## src/design/vsirl_pkg.sv

```systemverilog
package vsirl_pkg;

  localparam int unsigned VAL_W   = 32;
  localparam int unsigned KIND_W  = 2;
  localparam int unsigned COUNT_W = 7;

  // Operation codes; the spare code behaves as a lookup.
  typedef enum logic [KIND_W-1:0] {
    KIND_LOOKUP = 2'd0,
    KIND_INSERT = 2'd1,
    KIND_REMOVE = 2'd2
  } kind_t;

  // Per-cell control, driven from the top level.
  typedef struct packed {
    logic cmp_en;   // latch compare result for a new transaction
    logic load_en;  // take the incoming value (append)
    logic shift_en; // take the upper neighbor's value (compaction)
  } cell_ctrl_t;

endpackage

```

## src/design/value_set_insert_remove_lookup_top.sv

```systemverilog
// Ordered set of distinct 32-bit values held in a chain of CAPACITY cells.
// Command channel: a transaction is taken at a rising edge with start high
// and busy low; in_kind selects lookup, insert or remove (the spare code is
// a lookup) and in_value carries the value.
// In each transaction, first every cell compares its
// entry against the value and registers a hit; then the hits are
// combined, the operation is applied (append at the fill count, or shift
// every cell above the hit down by one place) and busy is high.
// No new transaction is taken while busy is high; the fixed
// compare-then-update pass through the cell chain is the reason.
// Result channel: out_valid is high for exactly one cycle; it is registered
// from busy, and the result is taken at the edge that ends that pulse,
// with out_found, out_entry_count and out_full_refused.
// The receiver cannot stall; a result is never held, and the next
// transaction may be taken while a result is on the ports.
// Reset (synchronous, rst_n low) empties the set by clearing the fill count;
// entry contents are not cleared, cells at or above the count are never
// reported as hits.
module value_set_insert_remove_lookup_top #(
  parameter int unsigned CAPACITY = 64
) (
  input  logic                                 clk,
  input  logic                                 rst_n,
  input  logic                                 start,
  output logic                                 busy,
  input  logic [vsirl_pkg::KIND_W-1:0]         in_kind,
  input  logic [vsirl_pkg::VAL_W-1:0]          in_value,
  output logic                                 out_valid,
  output logic                                 out_found,
  output logic [vsirl_pkg::COUNT_W-1:0]        out_entry_count,
  output logic                                 out_full_refused
);
  import vsirl_pkg::*;

  localparam int unsigned CW = $clog2(CAPACITY + 1);

  // Transaction registers
  logic              busy_r;
  kind_t             kind_r;
  logic [VAL_W-1:0]  value_r;
  logic [CW-1:0]     count_r;
  logic [CW-1:0]     count_nxt;

  // Result registers
  logic               out_valid_r;
  logic               out_found_r;
  logic [COUNT_W-1:0] out_count_r;
  logic               out_refused_r;

  logic                accept;
  logic [CAPACITY-1:0] match_vec;
  logic [CAPACITY-1:0] past_hit;   // a hit at or below this cell
  logic                found;
  logic                full;
  logic                do_insert;
  logic                do_remove;
  logic                refused;

  logic [VAL_W-1:0]    cell_data [CAPACITY];
  logic [VAL_W-1:0]    cell_key;

  assign accept   = start && !busy_r;
  assign found    = |match_vec;
  assign full     = (count_r == CW'(CAPACITY));
  // Cells see the new value during compare, the latched one during update.
  assign cell_key = accept ? in_value : value_r;

  always_comb begin
    do_insert = 1'b0;
    do_remove = 1'b0;
    refused   = 1'b0;
    count_nxt = count_r;
    if (busy_r) begin
      case (kind_r)
        KIND_INSERT: begin
          if (!found && !full) begin
            do_insert = 1'b1;
            count_nxt = count_r + CW'(1);
          end else if (!found) begin
            refused = 1'b1;
          end
        end
        KIND_REMOVE: begin
          if (found) begin
            do_remove = 1'b1;
            count_nxt = count_r - CW'(1);
          end
        end
        default: begin
          // lookup: no change
        end
      endcase
    end
  end

  genvar gi;
  generate
    for (gi = 0; gi < CAPACITY; gi++) begin : g_cell
      cell_ctrl_t       ctrl;
      logic [VAL_W-1:0] up_data;

      assign past_hit[gi] = |match_vec[gi:0];

      // Top cell has no neighbor above; its content goes stale past the count.
      if (gi == CAPACITY - 1) begin : g_top
        assign up_data = cell_data[gi];
      end else begin : g_mid
        assign up_data = cell_data[gi+1];
      end

      always_comb begin
        ctrl.cmp_en   = accept;
        ctrl.load_en  = do_insert && (count_r == CW'(gi));
        ctrl.shift_en = do_remove && past_hit[gi];
      end

      vsirl_cell u_cell (
        .clk     (clk),
        .ctrl    (ctrl),
        .live    (CW'(gi) < count_r),
        .key     (cell_key),
        .up_data (up_data),
        .data    (cell_data[gi]),
        .match   (match_vec[gi])
      );
    end
  endgenerate

  // Control state
  always_ff @(posedge clk) begin
    if (!rst_n) begin
      busy_r      <= 1'b0;
      count_r     <= '0;
      out_valid_r <= 1'b0;
    end else begin
      busy_r      <= accept;
      count_r     <= count_nxt;
      out_valid_r <= busy_r;
    end
  end

  // Payload
  always_ff @(posedge clk) begin
    if (accept) begin
      kind_r  <= kind_t'(in_kind);
      value_r <= in_value;
    end
    if (busy_r) begin
      out_found_r   <= found;
      out_count_r   <= COUNT_W'(count_nxt);
      out_refused_r <= refused;
    end
  end

  assign busy             = busy_r;
  assign out_valid        = out_valid_r;
  assign out_found        = out_found_r;
  assign out_entry_count  = out_count_r;
  assign out_full_refused = out_refused_r;

endmodule

```

## src/design/vsirl_cell.sv

```systemverilog
module vsirl_cell (
  input  logic                          clk,
  input  vsirl_pkg::cell_ctrl_t         ctrl,
  input  logic                          live,
  input  logic [vsirl_pkg::VAL_W-1:0]   key,
  input  logic [vsirl_pkg::VAL_W-1:0]   up_data,
  output logic [vsirl_pkg::VAL_W-1:0]   data,
  output logic                          match
);
  import vsirl_pkg::*;

  logic [VAL_W-1:0] data_r;
  logic             match_r;

  // Entry storage: append or shift down from the neighbor above.
  always_ff @(posedge clk) begin
    if (ctrl.load_en) begin
      data_r <= key;
    end else if (ctrl.shift_en) begin
      data_r <= up_data;
    end
  end

  // Only occupied cells may report a hit.
  always_ff @(posedge clk) begin
    if (ctrl.cmp_en) begin
      match_r <= live && (data_r == key);
    end
  end

  assign data  = data_r;
  assign match = match_r;

endmodule
```

## config.mk

```make
export PLATFORM = sky130hd
export DESIGN_NAME = value_set_insert_remove_lookup_top
export DESIGN_NICKNAME = d
export VERILOG_FILES = /design/src/design/vsirl_pkg.sv /design/src/design/value_set_insert_remove_lookup_top.sv /design/src/design/vsirl_cell.sv
export SDC_FILE = /design/constraint.sdc
export NUM_CORES = 2
export LEC_CHECK = 0
export BUFFER_PORTS_ARGS = -buffer_cell sky130_fd_sc_hd__buf_2
export CORE_AREA = 2 2 604 306
export CTS_CLUSTER_DIAMETER = 40
export CTS_CLUSTER_SIZE = 25
export DETAILED_ROUTE_END_ITERATION = 8
export DIE_AREA = 0 0 606 308
export PLACE_DENSITY_LB_ADDON = 0.08
export SLEW_MARGIN = 10
export SYNTH_ARGS = -nofsm -noshare
export SYNTH_HDL_FRONTEND = slang
export SYNTH_HIERARCHICAL = 1
export SYNTH_SLANG_ARGS = --single-unit
export TNS_END_PERCENT = 50
```

## constraint.sdc

```tcl
create_clock -name clk -period 6.9 [get_ports clk]
set_input_delay 0.345 -clock clk [delete_from_list [all_inputs] [get_ports clk]]
set_output_delay 0.345 -clock clk [all_outputs]
set_load 0.1 [all_outputs]
```

==> impl_metrics.prom <==
# TYPE chip_impl_metric gauge
chip_impl_info{name="hold_path.class",value="in2reg"} 1
chip_impl_metric{name="yosys_warnings",unit=""} 6
chip_impl_metric{name="synth.ff_latch_count",unit=""} 2164
chip_impl_metric{name="power.switching",unit="mW"} 7.85
chip_impl_metric{name="fin_crit_share",unit="%"} 81.8
chip_impl_info{name="cts_root_buffer",value="clkbuf_16"} 1
chip_impl_metric{name="internal_power",unit="mW"} 20.8
chip_impl_info{name="cp_endpoint_kind",value="flip-flop"} 1
chip_impl_metric{name="synth_sequential_area_ratio",unit="%"} 55.9
chip_impl_metric{name="timing.critical_path.fanout_max",unit=""} 33
chip_impl_metric{name="tritoncts.num_buffers",unit=""} 178
chip_impl_metric{name="h-tree-depth",unit=""} 4
chip_impl_metric{name="dpl.cell_count",unit=""} 10200
chip_impl_metric{name="syn-num-nets",unit=""} 7930
chip_impl_metric{name="die_height",unit="µm"} 308
chip_impl_metric{name="synth_cell_type_count",unit=""} 55
chip_impl_metric{name="power-per-cell-area",unit="nW/µm²"} 228
chip_impl_metric{name="clock_skew",unit="ns"} 0.0441
chip_impl_metric{name="clk-insertion-delay-late",unit="ns"} 0.86
chip_impl_metric{name="initial_antenna_violation_count",unit=""} 17
chip_impl_info{name="yosys_most_used_dff",value="edfxtp_1"} 1
chip_impl_metric{name="peakVddDrop",unit="µV"} 165
chip_impl_metric{name="core_region_area",unit="µm²"} 182000
chip_impl_metric{name="final_period_minus_worst_setup_slack",unit="ns"} 5.65
chip_impl_metric{name="power.share.clock",unit="%"} 37.1
chip_impl_metric{name="area.growth.synth_to_final",unit="%"} 8.79
chip_impl_metric{name="ctsResizeCount",unit=""} 0
chip_impl_metric{name="tightest_slew",unit="ns"} 1.36
chip_impl_metric{name="clkSlewWorstSetupHoldPaths",unit="ns"} 0.08
chip_impl_info{name="ys_top_cells_by_area",value="edfxtp_1 (55%), mux2_2 (20%), xor2_1 (13%)"} 1
chip_impl_metric{name="finalNonFillerCells",unit=""} 10600
chip_impl_metric{name="boundary_pins",unit=""} 48
chip_impl_info{name="layout_commonest_cell",value="edfxtp_1"} 1
chip_impl_info{name="outcome",value="complete, no violations"} 1
chip_impl_metric{name="worst_ep_required_time",unit="ns"} 7.38
chip_impl_metric{name="max-clock-path-buffers",unit=""} 4
chip_impl_metric{name="floorplan.die.width",unit="µm"} 606
chip_impl_metric{name="asyncSetResetFlopFracSynth",unit="%"} 0
chip_impl_metric{name="vias",unit=""} 68400
chip_impl_metric{name="hold_viol",unit=""} 0
chip_impl_metric{name="grt_first_pass_wirelength",unit="mm"} 452
chip_impl_info{name="cts_tree",value="yes"} 1
chip_impl_metric{name="post_synthesis_cell_count",unit=""} 7885
chip_impl_info{name="critPathKind",value="reg2reg"} 1
chip_impl_metric{name="power.share.switching",unit="%"} 27.4
chip_impl_metric{name="global_route.overflow_total",unit=""} 0
chip_impl_metric{name="area_share_of_the_largest_cell_type_after_synthesis",unit="%"} 55.2
chip_impl_metric{name="place_area",unit="µm²"} 120000
chip_impl_metric{name="drt_iter0_markers",unit=""} 8883
chip_impl_metric{name="numClockSinks",unit=""} 2164
chip_impl_info{name="worst_setup_path_start_kind",value="flip-flop"} 1
chip_impl_metric{name="place_congestion",unit=""} 0.944
chip_impl_metric{name="final_nets",unit=""} 8035
chip_impl_metric{name="setup_tns",unit="ns"} 0
chip_impl_metric{name="finish.instance_area",unit="µm²"} 126000
chip_impl_metric{name="power_total",unit="mW"} 28.6
chip_impl_metric{name="achievable-frequency",unit="MHz"} 177
chip_impl_metric{name="area_enclosed_by_the_die_boundary",unit="µm²"} 187000
chip_impl_metric{name="place.port_buffers",unit=""} 47
chip_impl_metric{name="combinationalPowerShare",unit="%"} 12.8
chip_impl_metric{name="largest_net_degree_at_the_start_of_global_routing",unit=""} 87
chip_impl_metric{name="slew_headroom",unit="%"} 8.92
chip_impl_metric{name="hold_ws",unit="ns"} 0.0503
chip_impl_metric{name="syn-mean-instance-area",unit="µm²"} 14.6
chip_impl_metric{name="critical_path_arrival",unit="ns"} 6.12
chip_impl_metric{name="postRouteAntennaNets",unit=""} 0
chip_impl_metric{name="std_cell_rows",unit=""} 111
chip_impl_metric{name="number_of_global_route_vias_before_repair",unit=""} 66700
chip_impl_metric{name="detail_route.vias_per_cell",unit=""} 6.48
chip_impl_metric{name="share_of_layout_cells_above_drive_strength_1",unit="%"} 35.3
chip_impl_metric{name="timing.final.setup_violations",unit=""} 0
chip_impl_metric{name="initial_utilization",unit="%"} 63.6
chip_impl_metric{name="power.share.sequential",unit="%"} 50.1
chip_impl_metric{name="synth_enable_flop_cells",unit=""} 2123
chip_impl_metric{name="max_cap_viol_count",unit=""} 0
chip_impl_metric{name="p_leak",unit="nW"} 28.9
chip_impl_metric{name="wl",unit="mm"} 309
chip_impl_info{name="commonest_cells_after_routing_fill_and_taps_aside",value="edfxtp_1 (2123), mux2_2 (2049), xor2_1 (1728), nor4_1 (393), xnor2_1 (257)"} 1
chip_impl_metric{name="syn_area",unit="µm²"} 115000
chip_impl_metric{name="number_of_iterations_in_the_first_detailed_routing_pass",unit=""} 6
chip_impl_info{name="synthDominantAreaCellType",value="edfxtp_1"} 1
chip_impl_info{name="grt_setup_unrepaired",value="false"} 1
chip_impl_metric{name="post_drt_wl_per_cell",unit="µm"} 29.2
chip_impl_metric{name="gr-usage-all-layers",unit="%"} 32.9
chip_impl_metric{name="timing.final.max_slew_violations",unit=""} 0
chip_impl_metric{name="hpwl",unit="mm"} 215
chip_impl_metric{name="drt_drc_violations_left",unit=""} 0
path summary, 6_finish.rpt:
check	slack [ns]	cells past startpoint	startpoint	end
worst min register to register	0.59	1	g_cell[29].u_cell/data[15]	g_cell[28].u_cell/data[15]
worst min-delay path	0.05	2	in_value[8]	value_r[8]
worst max-delay path	1.25	8	count_r[0]	g_cell[2].u_cell/data[19]
worst max register to register	1.25	8	count_r[0]	g_cell[2].u_cell/data[19]
flip-flops by register name (all words and copies together) (netlist names):
signal	cells
g_cell.u_cell/match	64
count_r	7
kind_r	2
value_r	32
out_entry_count	7
busy	1
out_valid	1
g_cell.u_cell/data	2048
out_found	1
out_full_refused	1
power groups by stage:
stage | clock (mW) | combinational, mW | sequential, mW
after floorplan | 0 | 2.18 | 14.6
after global routing | 11.2 | 3.82 | 14.4
final | 10.6 | 3.65 | 14.4
after detailed placement | 0 | 3.52 | 14.6
after CTS | 10.7 | 3.55 | 14.3
after global placement | 0 | 3.42 | 14.6
logic make-up (layout without fill, tap and decap cells):
family / Yosys count / count (layout) / synth area share (%)
flip-flops: 2164 / 2164 / 55.9
multiplexers: 2083 / 2083 / 20.3
XOR/XNOR: 1985 / 1985 / 15.1
AND/OR/NAND/NOR: 1005 / 1005 / 5.20
buffers and inverters: 397 / 637 / 1.50
AO/OA/AOI/OAI: 243 / 243 / 1.92
adder cells (fa/ha/maj): 8 / 8 / 0.0867
other: 0 / 6 / 0
routing by layer:
metal	vias to the layer above	global-route usage, %	share of wire, %
li1	29800	-	-
met4	16	6.28	1.8
met5	-	1.45	0.12
met1	34300	52.5	46
met2	3806	41.3	37
met3	417	13.0	15
Yosys cell counts (all sizes together), types with 41 or more instances:
master and number:
mux2 2081, buf 203, nor2 127, xor2 1728
nor4 468, inv 97, edfxtp 2123, a21oi 53
a2111oi 64, dfxtp 41, nand3 84, o2111ai 64
nand4 73, xnor2 257, clkbuf 95, nand2 119
or2 71
through the flow:
step / utilization [%] / worst slack (ns)
4_1_cts: 69.1 / 1.45
3_3_place_gp: 65.9 / 1.55
2_1_floorplan: - / 0.661
3_5_place_dp: 65.9 / 1.49
6_report: 69.2 / 1.25
5_1_grt: 69.1 / 1.12
critical path, stage by stage, from the launching register on:
cell and delay [ns]:
dfxtp_1 0.96, inv_1 0.40, ha_1 0.39, a41o_1 0.20, nor4_1 0.41, and3_1 0.42, nand2_1 0.77, nor2_4 0.99
or2_2 0.71
cell type report:
cell class / count / area (µm²)
diodes: 6 / 15.0
clock buffers: 196 / 4670
clock inverters: 119 / 1240
fillers: 12200 / 56000
inverters: 99 / 372
multi-input cells: 5324 / 49900
flip-flops and latches: 2164 / 64600
well taps: 2429 / 3040
repair buffers: 223 / 1780
what timing repair did:
item / in CTS / in global routing
hold endpoints to repair: 9 / 0
setup buffers: 0 / 0
hold buffers: 5 / 0
Power figures use the tool's default switching activity.
